### src/rtl/core/wphe_pkg.sv
// ----------------------------------------------------------------------------
// wphe_pkg: shared types and constants for the waypoint heading error unit
// Field widths, CORDIC datapath widths, the arctangent table and the
// angle constants used by the datapath modules.
// ----------------------------------------------------------------------------
package wphe_pkg;

   // Request and response field widths
   localparam int LAT_W = 31;
   localparam int LON_W = 32;
   localparam int HDG_W = 16;
   localparam int ERR_W = 16;
   localparam int BRG_W = 16;

   // Differences are kept exactly, one bit wider than the operands
   localparam int DLAT_W = LAT_W + 1;
   localparam int DLON_W = LON_W + 1;

   // CORDIC datapath
   localparam int CORDIC_STAGES_DEF = 16;
   localparam int CORDIC_STAGES_MAX = 32;
   localparam int PRE_SHIFT         = 24;
   localparam int ANG_FRAC          = 24;
   localparam int X_W               = 60;
   localparam int Z_W               = 33;

   // Angle to centidegree conversion
   localparam int ANG_MAG_W   = 31;
   localparam int CENTI_SCALE = 100;
   localparam int PROD_W      = 38;
   localparam int A_W         = PROD_W - ANG_FRAC;

   localparam logic signed [Z_W-1:0]    ANGLE_LIMIT = Z_W'(90) <<< ANG_FRAC;
   localparam logic [PROD_W-1:0]        ROUND_HALF  = PROD_W'(1) << (ANG_FRAC - 1);

   // Bearing and error arithmetic in centidegrees
   localparam int BRG_INT_W = 17;
   localparam int ERR_INT_W = 18;
   localparam logic [BRG_INT_W-1:0] HALF_TURN = 17'd18000;
   localparam logic [BRG_INT_W-1:0] FULL_TURN = 17'd36000;
   localparam logic [BRG_W-1:0]     BRG_MAX   = 16'd35999;
   localparam logic signed [ERR_INT_W-1:0] ERR_WRAP_HI = 18'sd18000;
   localparam logic signed [ERR_INT_W-1:0] ERR_WRAP_LO = -18'sd18000;
   localparam logic signed [ERR_INT_W-1:0] ERR_TURN    = 18'sd36000;

   // atan(2^-i) in units of 2^-24 degree
   localparam logic signed [Z_W-1:0] ATAN_TABLE [CORDIC_STAGES_MAX] = '{
      33'sd754974720, 33'sd445687602, 33'sd235489088, 33'sd119537938,
      33'sd60000934,  33'sd30029717,  33'sd15018523,  33'sd7509720,
      33'sd3754917,   33'sd1877466,   33'sd938734,    33'sd469367,
      33'sd234684,    33'sd117342,    33'sd58671,     33'sd29335,
      33'sd14668,     33'sd7334,      33'sd3667,      33'sd1833,
      33'sd917,       33'sd458,       33'sd229,       33'sd115,
      33'sd57,        33'sd29,        33'sd14,        33'sd7,
      33'sd4,         33'sd2,         33'sd1,         33'sd0
   };

   // Quadrant of the (north, east) difference vector
   typedef enum logic [1:0] {
      QUAD_NE,   // north >= 0, east >= 0
      QUAD_SE,   // north <  0, east >= 0
      QUAD_SW,   // north <  0, east <  0
      QUAD_NW    // north >= 0, east <  0
   } wphe_quad_type;

   // Data travelling alongside the CORDIC vector
   typedef struct packed {
      wphe_quad_type    quad;
      logic             zero;
      logic [HDG_W-1:0] heading;
   } wphe_side_type;

   // One result as held in the output buffer
   typedef struct packed {
      logic signed [ERR_W-1:0] err;
      logic [BRG_W-1:0]        brg;
   } wphe_result_type;

endpackage

### src/rtl/core/wphe_cell.sv
// ----------------------------------------------------------------------------
// wphe_cell: one CORDIC vectoring rotation
// Rotates the vector towards the positive x axis by atan(2^-STAGE) and
// accumulates the angle, passing the result to the next cell.
// ----------------------------------------------------------------------------
module wphe_cell #(
   parameter int STAGE = 0
) (
   input  logic                            clock,
   input  logic                            reset,
   input  logic                            advance,
   input  logic                            in_valid,
   input  logic signed [wphe_pkg::X_W-1:0] in_x,
   input  logic signed [wphe_pkg::X_W-1:0] in_y,
   input  logic signed [wphe_pkg::Z_W-1:0] in_z,
   input  wphe_pkg::wphe_side_type         in_side,
   output logic                            out_valid,
   output logic signed [wphe_pkg::X_W-1:0] out_x,
   output logic signed [wphe_pkg::X_W-1:0] out_y,
   output logic signed [wphe_pkg::Z_W-1:0] out_z,
   output wphe_pkg::wphe_side_type         out_side
);
   import wphe_pkg::*;

   logic                  valid_ff;
   logic signed [X_W-1:0] x_ff, x_in;
   logic signed [X_W-1:0] y_ff, y_in;
   logic signed [Z_W-1:0] z_ff, z_in;
   wphe_side_type         side_ff;
   logic signed [X_W-1:0] xs;
   logic signed [X_W-1:0] ys;

   always_comb begin
      // Arithmetic shifts round towards minus infinity
      xs = in_x >>> STAGE;
      ys = in_y >>> STAGE;
      if (!in_y[X_W-1]) begin
         x_in = in_x + ys;
         y_in = in_y - xs;
         z_in = in_z + ATAN_TABLE[STAGE];
      end else begin
         x_in = in_x - ys;
         y_in = in_y + xs;
         z_in = in_z - ATAN_TABLE[STAGE];
      end
   end

   always_ff @(posedge clock) begin
      if (reset) begin
         valid_ff <= 1'b0;
      end else if (advance) begin
         valid_ff <= in_valid;
      end
   end

   always_ff @(posedge clock) begin
      if (advance) begin
         x_ff    <= x_in;
         y_ff    <= y_in;
         z_ff    <= z_in;
         side_ff <= in_side;
      end
   end

   assign out_valid = valid_ff;
   assign out_x     = x_ff;
   assign out_y     = y_ff;
   assign out_z     = z_ff;
   assign out_side  = side_ff;

endmodule

### config.mk
export PLATFORM = sky130hd
export DESIGN_NAME = wphe_cell
export DESIGN_NICKNAME = d
export VERILOG_FILES = /design/src/rtl/core/wphe_pkg.sv /design/src/rtl/core/wphe_cell.sv
export SDC_FILE = /design/constraint.sdc
export NUM_CORES = 1
export LEC_CHECK = 0
export ABC_AREA = 1
export BUFFER_PORTS_ARGS = -buffer_cell sky130_fd_sc_hd__buf_4
export CORE_MARGIN = 5
export CORE_UTILIZATION = 40
export DETAILED_ROUTE_END_ITERATION = 10
export SLEW_MARGIN = 20
export SYNTH_ARGS = -nofsm -noshare
export SYNTH_HDL_FRONTEND = slang
export SYNTH_SLANG_ARGS = --single-unit
### constraint.sdc
create_clock -name clock -period 6.32 [get_ports clock]
set_input_delay 0.632 -clock clock [delete_from_list [all_inputs] [get_ports clock]]
set_output_delay 0.632 -clock clock [all_outputs]
set_load 0.005 [all_outputs]
[After elaboration in Yosys (flattened, before gate mapping)]
Index checks and enable logic that the tools add are counted.
Operators by class
  $mul: 0
  shift operators: 0
  div/mod/pow operators: 0
  reduce and logical (&&, ||, !) cells: 0
  muxes and demuxes: 3
  bitwise logic cells: 0
  add/subtract/negate cells: 5
  order comparisons: 0
  equality and inequality tests: 0
Operator list (count)
  two-way mux 60 bit: 2
  subtractor 60 bit: 2
  adder 60 bit: 1
  adder 33 x 31 -> 33 bit, second input constant: 1
  two-way mux 33 bit: 1
  subtractor 33 x 31 -> 33 bit, second input constant: 1
Word-level totals
  memories: 0
  memory bits (read-only): 0
  RAM bits: 0
  bits in latches: 0
  bits in registers: 173
  output and inout port bits: 173

[Depth between registers and ports, before layout]
Gate-level depths: netlist of run 1.
  depth in word-level cells: 2
  gate-level depth with buffers: 17
  depth with buffers taken out: 16

[Worst setup path after synthesis of run 1]
OpenSTA, ideal clock, no wires.
  kind: input to register
  start: input in_y[59] (netlist bit)
  end: register z_ff[32], in the netlist out_z[32] (data pin)
  buffers on the path: 3
  required time: 6058 ps
  slack: 3475 ps
  cell stages on the path: 14
  data arrival time: 2583 ps
  cell sequence: clkbuf_1 inv_1 clkbuf_1 buf_4 fa_1 o21ai_0 nand2_1 nand2_1 nand2_1 nand2_1 nand2_1 nand2_1 a21oi_1 xor2_1
On the way
  word-level cells in the longest chain between the ends: 1
Ends and longest elaborated chain
  from (decl): line wphe_cell.sv:14  | input logic signed [wphe_pkg::X_W-1:0] in_y,
  two-way mux 33 bit: line wphe_cell.sv:37  | if (!in_y[X_W-1]) begin
  named net z_in[32]: line wphe_cell.sv:28  | logic signed [Z_W-1:0] z_ff, z_in;
  to (signal assigned): line wphe_cell.sv:60  | z_ff <= z_in;
  to (decl): line wphe_cell.sv:28
The timed path passes the listed nets, and every way through them passes these cells.
A chain may end at the register's enable or synchronous reset.

[Worst setup path in the final report of run 1]
  start: input in_x[0] (netlist bit)
  end: register y_ff[54], in the netlist out_y[54] (data pin)
On the way
  word-level cells in the longest chain between the ends: 2
  elaborated cells on any way between the ends: 3
  those cells by class: add/sub: 2; mux: 1
Ends and longest elaborated chain
  from (decl): line wphe_cell.sv:13  | input logic signed [wphe_pkg::X_W-1:0] in_x,
  subtractor 60 bit or adder 60 bit (tied branches): line wphe_cell.sv:39, wphe_cell.sv:43
  two-way mux 60 bit (*): line wphe_cell.sv:37
  named net y_in[54]: line wphe_cell.sv:27  | logic signed [X_W-1:0] y_ff, y_in;
  to (signal assigned): line wphe_cell.sv:59  | y_ff <= y_in;
  to (decl): line wphe_cell.sv:27
Mark *: on every way through the listed nets, which the timed path passes. The rest lies on a longest branch.

==> results of run 1 <==
[registers in the layout (all words and copies together) (netlist names)]
signal / cells
out_side: 19
out_valid: 1
out_z: 33
out_y: 59
out_x: 60
[routing by layer]
layer / up-vias / part of all wire (%)
li1: 12039 / -
met1: 10871 / 45
met2: 953 / 44
met3: 112 / 8.1
met4: 0 / 2.9
met5: - / 0
[worst paths after layout]
kind	cells after the start	start	slack (ns)	endpoint
max	16	in_x[0]	3.41	out_y[54]
min	2	reset	0.30	out_valid
max reg2reg	2	out_valid	5.72	out_valid
min reg2reg	2	out_valid	0.52	out_valid
[synth_stat cells, types with 2 or more instances]
library cell	instances
nor2_1	198
nand2_1	1436
a31oi_1	5
fa_1	4
clkbuf_1	13
a21oi_1	177
buf_2	21
o31ai_1	2
a21boi_0	4
nand2_2	17
nor2_4	5
and2_0	3
o22ai_1	7
inv_1	805
and2_1	3
xor2_1	53
buf_6	6
a21o_1	4
o21ai_0	111
nand3_2	8
nand3b_1	4
buf_4	31
o21ai_2	3
o21ai_1	4
mux2i_1	3
inv_2	18
nor2_2	49
nand4_1	57
o21a_1	4
nand3_1	270
nor3_1	8
o21bai_1	19
xnor2_1	3
edfxtp_1	171
buf_1	6
ha_1	184
nor3_2	21
[per-stage QoR]
stage          hold slack [ns]  std cells  util, %  power (mW)  setup slack, ns
4_1_cts                  0.263       4799     47.1        4.75             3.50
6_report                 0.297       4799     47.1        4.75             3.41
3_5_place_dp             0.514       4767     46.0        3.58             2.97
3_3_place_gp             0.500       4767     46.0        3.58             3.00
2_1_floorplan            0.485       3745        -        2.70             3.47
5_1_grt                  0.272       4799     47.1        5.03             3.24
[worst max-delay path: stages]
cell and delay [ns]:
buf_4 0.10, ha_1 0.21, inv_1 0.07, fa_1 0.42
inv_1 0.19, nand2_1 0.07, nand3_1 0.28, nand2_1 0.10
nand2_1 0.17, nand3_1 0.10, nand3b_1 0.29, nand2_1 0.16
nand2_1 0.10, nand2_1 0.06, nand3_1 0.07, nand2_1 0.10
[cell type report]
cell class	instances	area (sq um)	share of cell area, %
clock buffer	17	425	1.64
clock inverter	15	181	0.699
inverter	823	3090	11.9
multi-input combinational	2672	13500	52.1
sequential	172	5150	19.9
tap	748	936	3.60
timing repair buffer	352	2660	10.2
[power groups by stage]
| stage | clock network (mW) | logic (mW) | registers [mW] |
|---|---|---|---|
| after detailed placement | 0 | 2.06 | 1.52 |
| after CTS | 1.18 | 2.07 | 1.50 |
| after floorplan | 0 | 1.17 | 1.53 |
| after global placement | 0 | 2.06 | 1.52 |
| final | 1.15 | 2.10 | 1.50 |
| after global routing | 1.23 | 2.29 | 1.51 |
[cell families (layout without fill, tap and decap cells)]
family	after synthesis	after routing	share of synthesized area [%]
compound gates	341	341	8.20
xor+xnor	56	56	2.21
mux	3	3	0.135
flops	172	172	23.2
simple gates	2084	2084	39.5
fa+ha+maj	188	188	10.7
buf+inv	901	1207	16.1
==> results.md, run 1 <==
* Final max-slew violation count at 0
* Hold Path Class: input pin to flop
* Detailed placement HPWL at 77.7 mm
* Tcrit/Tclk final at 46.0%
* CTS tree: yes
* CP arrival at 3.13 ns
* Commonest non-fill, non-tap cell in the layout: nand2_1
* Avg WL per Cell at 19.0 microns
* Top cell type by total area after synthesis: nand2_1
* Remaining Overflow, GRT at 0
* Layout cells sized above 1 at 12.6%
* First-pass DRT Iterations at 6
* Met1 GRT Util at 40.4%
* CTS Buffer Depth at 2
* Clk sinks at 172
* Pwr per Cell Area at 183 nW/um^2
* # setup viols final at 0
* Die height at 246 microns
* Area contributors post-synth: nand2_1 24%, edfxtp_1 23%, inv_1 14%, ha_1 10%, nand3_1 6.1%
* Post-Syn Nets at 4109
* Routed wire length at 91.0 mm
* Comb pwr share at 44.2%
* Initial Utilization at 40.4%
* Top cell type's share of synthesized area at 24.2%
* Vias in the first global route at 22200
* Routability cong. at 1.03
* Nets at 4402
* Die footprint at 60400 sq um
* Clock power frac at 24.3%
* Post-DRT Antenna Nets at 0
* Pin count of the biggest net entering global routing at 134
* Critical path required time at 6.55 ns
* Crit end category: flop
* Hold Buf Count CTS at 0
* Startpoint class of the critical path: input pin
* PortBufs at 348
* WS Path Type: input pin to flop
* Synthesized area at 22200 sq um
* Post-synth ARST share at 0%
* Number of enable flip-flop cells after synthesis at 171
* Outcome: finished clean
* Post-cts sizing count at 0
* Worst-path clk slew at 0.07 ns
* Internal cell power at 2.75 mW
* Avg Inst Size Synth at 5.94 sq um
* Worst-Margin Slew at 0.888 ns
* Netlist cell types at 45
* 1st-iter DRT viols at 2251
* Gr busiest metal: met2
* Remaining DRCs at 0
* First-pass GRT wire length at 132 mm
* Crit path time final at 2.91 ns
* Fmax at 0.344 GHz
* Slew HR at 40.8%
* Root Driver: clkbuf_16
* Clock Skew at 0 ns
* Final instance area at 26000 sq um
* Ys flop type: edfxtp_1
* Post-CTS setup buffers at 0
* Total Routing Usage GR at 29.0%
* Num CTS Buffers at 17
* Setup TNS at 0 ns
* Mapped Cells at 3745
* Register share of total power at 31.5%
* Core footprint at 55100 sq um
* Maximum vdd ir drop at 0.216 mV
* Routed vias at 23975
* Ports at 349
* Yosys reg bits at 172
* Placed Area at 25400 sq um
* Psw at 2.00 mW
* GRT met2 Usage at 46.7%
* Max_cap viols at 0
* RSZ-0062 raised after global routing: false
* Fill cell count at 6136
* Vias/cell at 5.00
* Met3 Resource Use GR at 4.34%
* Static Leak at 14.7 nW
* Peak fanout along the critical path at 4
* Die width at 246 microns
* Seq/Total Area, Yosys at 23.2%
* Sw Ratio at 42.1%
* H-Tree Depth at 4
* Hold Vio Cnt, Final at 0
* Antenna violations before repair at 0
* Clk Latency, worst-skew pair at 0.48 ns
* Area grow syn2layout at 16.7%
* Ant diodes at 0
* Row cnt at 86
* Most frequent cells in the layout: 1436 x nand2_1, 804 x inv_1, 350 x buf_4, 270 x nand3_1, 198 x nor2_1
* Number of synthesis warnings at 0
Note: power is estimated with default switching activity, not from simulation.
==> run 2: changes to the inputs <==
Settings changed: ABC_AREA 1 to 0.
Clock period 6.32 ns to 3 ns, I/O delays scaled along.
==> results.md, run 2 <==
* Outcome: finished clean
* Synthesized area at 17000 sq um
* Maximum vdd ir drop at 0.423 mV
* First-pass DRT Iterations at 6
* Tcrit/Tclk final at 98.2%
* Top cell type by total area after synthesis: edfxtp_1
* Nets at 3334
* Avg WL per Cell at 22.2 microns
* Hold Vio Cnt, Final at 0
* Crit-path cells: buf_4 > inv_1 > ha_4 > buf_6 > and4_1 > nor2b_2 > o311ai_1 > a31oi_2 > a211oi_2 > o211a_4 > o41a_1 > o211a_1 > a31oi_1 > xnor2_1
* Post-Syn Nets at 2386
* CP max-delay cell: o41a_1
* Row cnt at 75
* CP arrival at 3.20 ns
* Vias/cell at 5.59
* Fmax at 0.339 GHz
* Path depth of the worst reg2reg path at 2
* Crit end category: flop
* Final instance area at 26300 sq um
* Routability cong. at 1.03
* Ant diodes at 0
* Top cell type's share of synthesized area at 30.2%
* Setup TNS at 0 ns
* Critical path required time at 3.25 ns
* Largest family of logic cells by synthesized area: compound AO/OA/AOI/OAI gates
* Hold Path Depth at 3
* Max FFs per register at 60
* Netlist cell types at 88
* Area grow syn2layout at 54.4%
* Placed Area at 24600 sq um
* Seq/Total Area, Yosys at 30.3%
* Number of synthesis warnings at 0
* H-Tree Depth at 4
* Ports at 349
* Yosys reg bits at 172
* Peak fanout along the critical path at 13
* Commonest non-fill, non-tap cell in the layout: buf_4
* XOR/XNOR share of the synthesized area at 6.23%
* Most frequent cells in the layout: 965 x buf_4, 272 x a21oi_1, 182 x inv_1, 171 x edfxtp_1, 169 x ha_1
* CTS tree: yes
* Worst path max stage delay at 0.39 ns
* Worst Slack Setup Final at 0.0544 ns
* Compound-cell area share of the yosys netlist at 27.0%
* Area contributors post-synth: edfxtp_1 30%, ha_1 14%, a21oi_1 8.4%, xnor2_1 6.0%, o21ai_0 4.5%
* Root Driver: clkbuf_16
* Number of enable flip-flop cells after synthesis at 171
* Die width at 216 microns
* RSZ-0062 raised after global routing: true
* Pwr per Cell Area at 401 nW/um^2
* Num CTS Buffers at 17
* Adder-cell share of the synthesized area at 14.0%
* Worst-Margin Slew at 0.725 ns
* Mux cell area share after synthesis at 1.89%
* Crit path time final at 2.95 ns
* DP Worst Slack at -0.869 ns
* Final core occ at 62.4%
* Mapped Cells at 2022
* Post-Synth Simple-Gate Area at 13.7%
* Post-synth ARST share at 0%
* CTS Buffer Depth at 2
* Remaining Overflow, GRT at 0
* Remaining DRCs at 0
* Layout cells sized above 1 at 37.9%
* Clk Latency, worst-skew pair at 0.50 ns
* Total Routing Usage GR at 32.0%
* PortBufs at 348
* # setup viols final at 0
* Detailed placement HPWL at 63.8 mm
* Startpoint class of the critical path: input pin
* Ys flop type: edfxtp_1
* Final hold slack at 0.0576 ns
* Die footprint at 46700 sq um
* Core footprint at 42000 sq um
* Routed wire length at 78.2 mm
* Max_cap viols at 0
* Pin count of the biggest net entering global routing at 115
* Slew HR at 51.2%
* Clock Skew at 0 ns
* Post-DRT Antenna Nets at 0
* 1st-iter DRT viols at 1764
* Static Leak at 12.0 nW
* Synth top cells by count: 286 x a21oi_1, 187 x inv_1, 184 x ha_1, 171 x edfxtp_1, 152 x o21ai_0
* Initial Utilization at 40.4%
* Antenna violations before repair at 1
* Clk sinks at 172
* WS Path Type: input pin to flop
* Die height at 216 microns
* Final max-slew violation count at 0
* Hold Path Class: input pin to flop
* Vias in the first global route at 19586
* Avg Inst Size Synth at 8.41 sq um
* Routed vias at 19672
* First-pass GRT wire length at 116 mm
* Cell with the most instances after synthesis: a21oi_1
* Worst-path clk slew at 0.07 ns
==> run 2: metrics by stage <==
step,total power [mW],std cells
6_report,10.5,3522
2_1_floorplan,5.27,2022
3_3_place_gp,7.96,3432
3_5_place_dp,7.98,3432
5_1_grt,11.0,3522
4_1_cts,10.4,3510
==> run 2: where the power goes <==
group	switching [mW]	total (mW)	leakage (nW)	internal, mW
Combinational	2.56	4.96	10.0	2.40
Sequential	0.161	3.28	1.68	3.12
Clock	1.18	2.28	0.281	1.10
==> run 2: final cells by class <==
cell class / count / area [sq um]
Tap cell: 539 / 674
Clock inverter: 15 / 158
Timing Repair Buffer: 1024 / 7890
Sequential cell: 172 / 5150
Inverter: 197 / 746
Fill cell: 3725 / 15800
Clock buffer: 17 / 425
Multi-Input combinational cell: 1558 / 11200
==> run 2: final timing paths <==
kind / from / endpoint / slack (ns)
setup / recovery: in_x[13] / out_y[59] / 0.05
setup reg to reg: out_valid / out_valid / 2.39
hold reg to reg: out_valid / out_valid / 0.53
hold / removal: in_valid / out_valid / 0.06
==> run 2: what timing repair did <==
item | 4_1_cts | 5_1_grt
hold buffers | 44 | 0
setup buffers | 2 | 13
endpoints found under the setup margin | 43 | 63
pin swaps | 4 | 35
endpoints found under the hold margin | 44 | 0
gates resized for setup | 25 | 103
==> run 2: kinds of logic (layout without fill, tap and decap cells) <==
logic type                 after synthesis  count (layout)
AOI/OAI and AO/OA                      735             735
and+or+nand+nor                        482             482
buffers and inverters                  292            1253
adders and majority gates              188             188
DFF                                    172             172
xor gates and xnor gates               121             121
muxes                                   32              32
==> run 2: worst max-delay path, delay by kind of cell <==
kind / cells / cell delay [ns]
xor+xnor: 1 / 0.10
fa+ha+maj: 1 / 0.27
buf+inv: 3 / 0.31
compound gates: 7 / 1.77
simple gates: 2 / 0.42
==> run 2: routing by layer <==
layer	part of all wire, %	GRT usage [%]	up-vias
met4	3.3	10.7	2
met1	43	42.0	9450
li1	-	-	9239
met5	0.017	0	-
met3	7.8	7.73	141
met2	46	52.1	840
==> run 3: changes to the inputs <==
Settings changed: CORE_MARGIN 5 to 4, GPL_TIMING_DRIVEN set to 0.
==> results.md, run 3 (synthesis results as in run 2) <==
* Hold Vio Cnt, Final at 0
* Pin count of the biggest net entering global routing at 97
* Worst Slack Setup Final at -0.119 ns
* Fill cell count at 3864
* PortBufs at 348
* Crit path time final at 3.12 ns
* Die height at 214 microns
* RSZ-0062 raised after global routing: true
* Total Routing Usage GR at 32.6%
* Die width at 214 microns
* Path depth of the worst reg2reg path at 2
* Initial Utilization at 40.5%
* WS Path Type: input pin to flop
* Max_cap viols at 0
* Commonest non-fill, non-tap cell in the layout: buf_4
* Clk sinks at 172
* Peak fanout along the critical path at 10
* Antenna violations before repair at 0
* Die footprint at 45900 sq um
* Final core occ at 54.6%
* Vias/cell at 6.04
* Critical path's most frequent cell: o221a_2
* Hold Path Depth at 3
* Setup TNS at -0.261 ns
* Vias in the first global route at 17648
* Hold Path Class: input pin to flop
* Remaining Overflow, GRT at 0
* Routed wire length at 78.2 mm
* Num CTS Buffers at 17
* Worst-path clk slew at 0.07 ns
* Area grow syn2layout at 34.8%
* Routability cong. at 1.01
* Avg WL per Cell at 25.9 microns
* DP Worst Slack at -1.55 ns
* Largest delay share family, worst path: compound AO/OA/AOI/OAI gates
* Slew HR at 18.2%
* Detailed placement HPWL at 61.6 mm
* Core footprint at 41900 sq um
* CTS Buffer Depth at 2
* Most frequent cells in the layout: 393 x buf_4, 262 x a21oi_1, 183 x inv_1, 171 x edfxtp_1, 170 x ha_1
* Tcrit/Tclk final at 104%
* CP max-delay cell: nor3_4
* Worst-Margin Slew at 1.23 ns
* Remaining DRCs at 0
* Violated checks: negative setup slack
* Worst path max stage delay at 0.38 ns
* Outcome: finished, violations left
* Final max-slew violation count at 0
* Post-DRT Antenna Nets at 0
* Root Driver: clkbuf_16
* Critical path buffers and inverters at 3
* Ports at 349
* Static Leak at 9.52 nW
* Ant diodes at 0
* Clock Skew at 0 ns
* Crit-path cells: buf_4 > inv_1 > ha_1 > clkbuf_4 > nand4_1 > nor3_4 > nand3_1 > o21ai_4 > o21a_1 > a21oi_1 > o221a_2 > o221a_2 > a211oi_2 > xor2_1
* Critical path required time at 3.29 ns
* Max FFs per register at 60
* Fmax at 0.321 GHz
* Routed vias at 18269
* # setup viols final at 5
* Levels on crit path at 14
* First-pass DRT Iterations at 7
* Layout cells sized above 1 at 26.4%
* CTS tree: yes
* Clk Latency, worst-skew pair at 0.49 ns
* Maximum vdd ir drop at 0.458 mV
* Nets at 2837
* H-Tree Depth at 4
* Pwr per Cell Area at 431 nW/um^2
* Crit end category: flop
* CP arrival at 3.41 ns
* Row cnt at 75
* Startpoint class of the critical path: input pin
* First-pass GRT wire length at 115 mm
* 1st-iter DRT viols at 2098
## run 3: changes by cell type in the layout (fill, tap and decap cells not counted), moves of 8 or more
| cell | change |
|---|---|
| a21oi_1 | -10 |
| buf_1 | +8 |
| buf_2 | +10 |
| buf_4 | -572 |
| clkbuf_1 | +35 |
| clkbuf_2 | +15 |
| nor3_1 | -9 |
| nor4_1 | -10 |
| o21ai_4 | +8 |
## run 3: stage by stage
step / power (mW) / hold WS, ns / area [sq um] / instances
finish: 9.88 / 0.0469 / 22900 / 3025
global route: 10.3 / 0.0468 / 22900 / 3025
CTS: 9.61 / 0.0248 / 22000 / 2998
detailed placement: 7.07 / 0.468 / 20300 / 2910
global placement: 7.06 / 0.460 / 20300 / 2909
floorplan: 5.27 / 0.372 / 17000 / 2022
## run 3: cell type report
class	instances	area [sq um]	area share, %
Clock buffer	17	425	1.86
Sequential cell	172	5150	22.5
Clock inverter	15	171	0.748
Inverter	197	757	3.30
Tap cell	539	674	2.94
Timing Repair Buffer	436	3410	14.9
Multi-Input combinational cell	1558	11800	51.5
Buffer	91	529	2.31
## run 3: path summary, 6_finish.rpt
check / from / end / slack, ns
hold reg to reg: out_valid / out_valid / 0.51
setup reg to reg: out_valid / out_valid / 2.41
hold / removal: in_valid / out_valid / 0.05
setup / recovery: in_x[19] / out_y[56] / -0.12
## run 3: tightest hold or removal path, delay by kind of cell
kind	cells	cell delay [ns]
buffers and inverters	1	0.08
and+or+nand+nor	1	0.08
muxes	1	0.05
## run 3: what timing repair did
item	in CTS	in global routing
gates resized for setup	125	164
pin swaps	28	50
endpoints found under the setup margin	67	56
buffers inserted	13	29
gates cloned	0	1
hold endpoints to repair	44	0
hold buffers	44	0
## run 3: power by group
group | switching (mW) | total [mW] | internal [mW] | leakage [nW]
registers | 0.117 | 3.24 | 3.12 | 1.68
clock network | 1.20 | 2.32 | 1.12 | 0.288
logic | 2.57 | 4.32 | 1.75 | 7.55
## run 3: layer usage
layer	vias to the layer above	part of all wire, %	global-route usage, %
met5	-	0	0
met4	0	3.5	11.2
met3	157	9.3	7.33
met2	1024	44	50.5
met1	8841	43	45.2
li1	8247	-	-
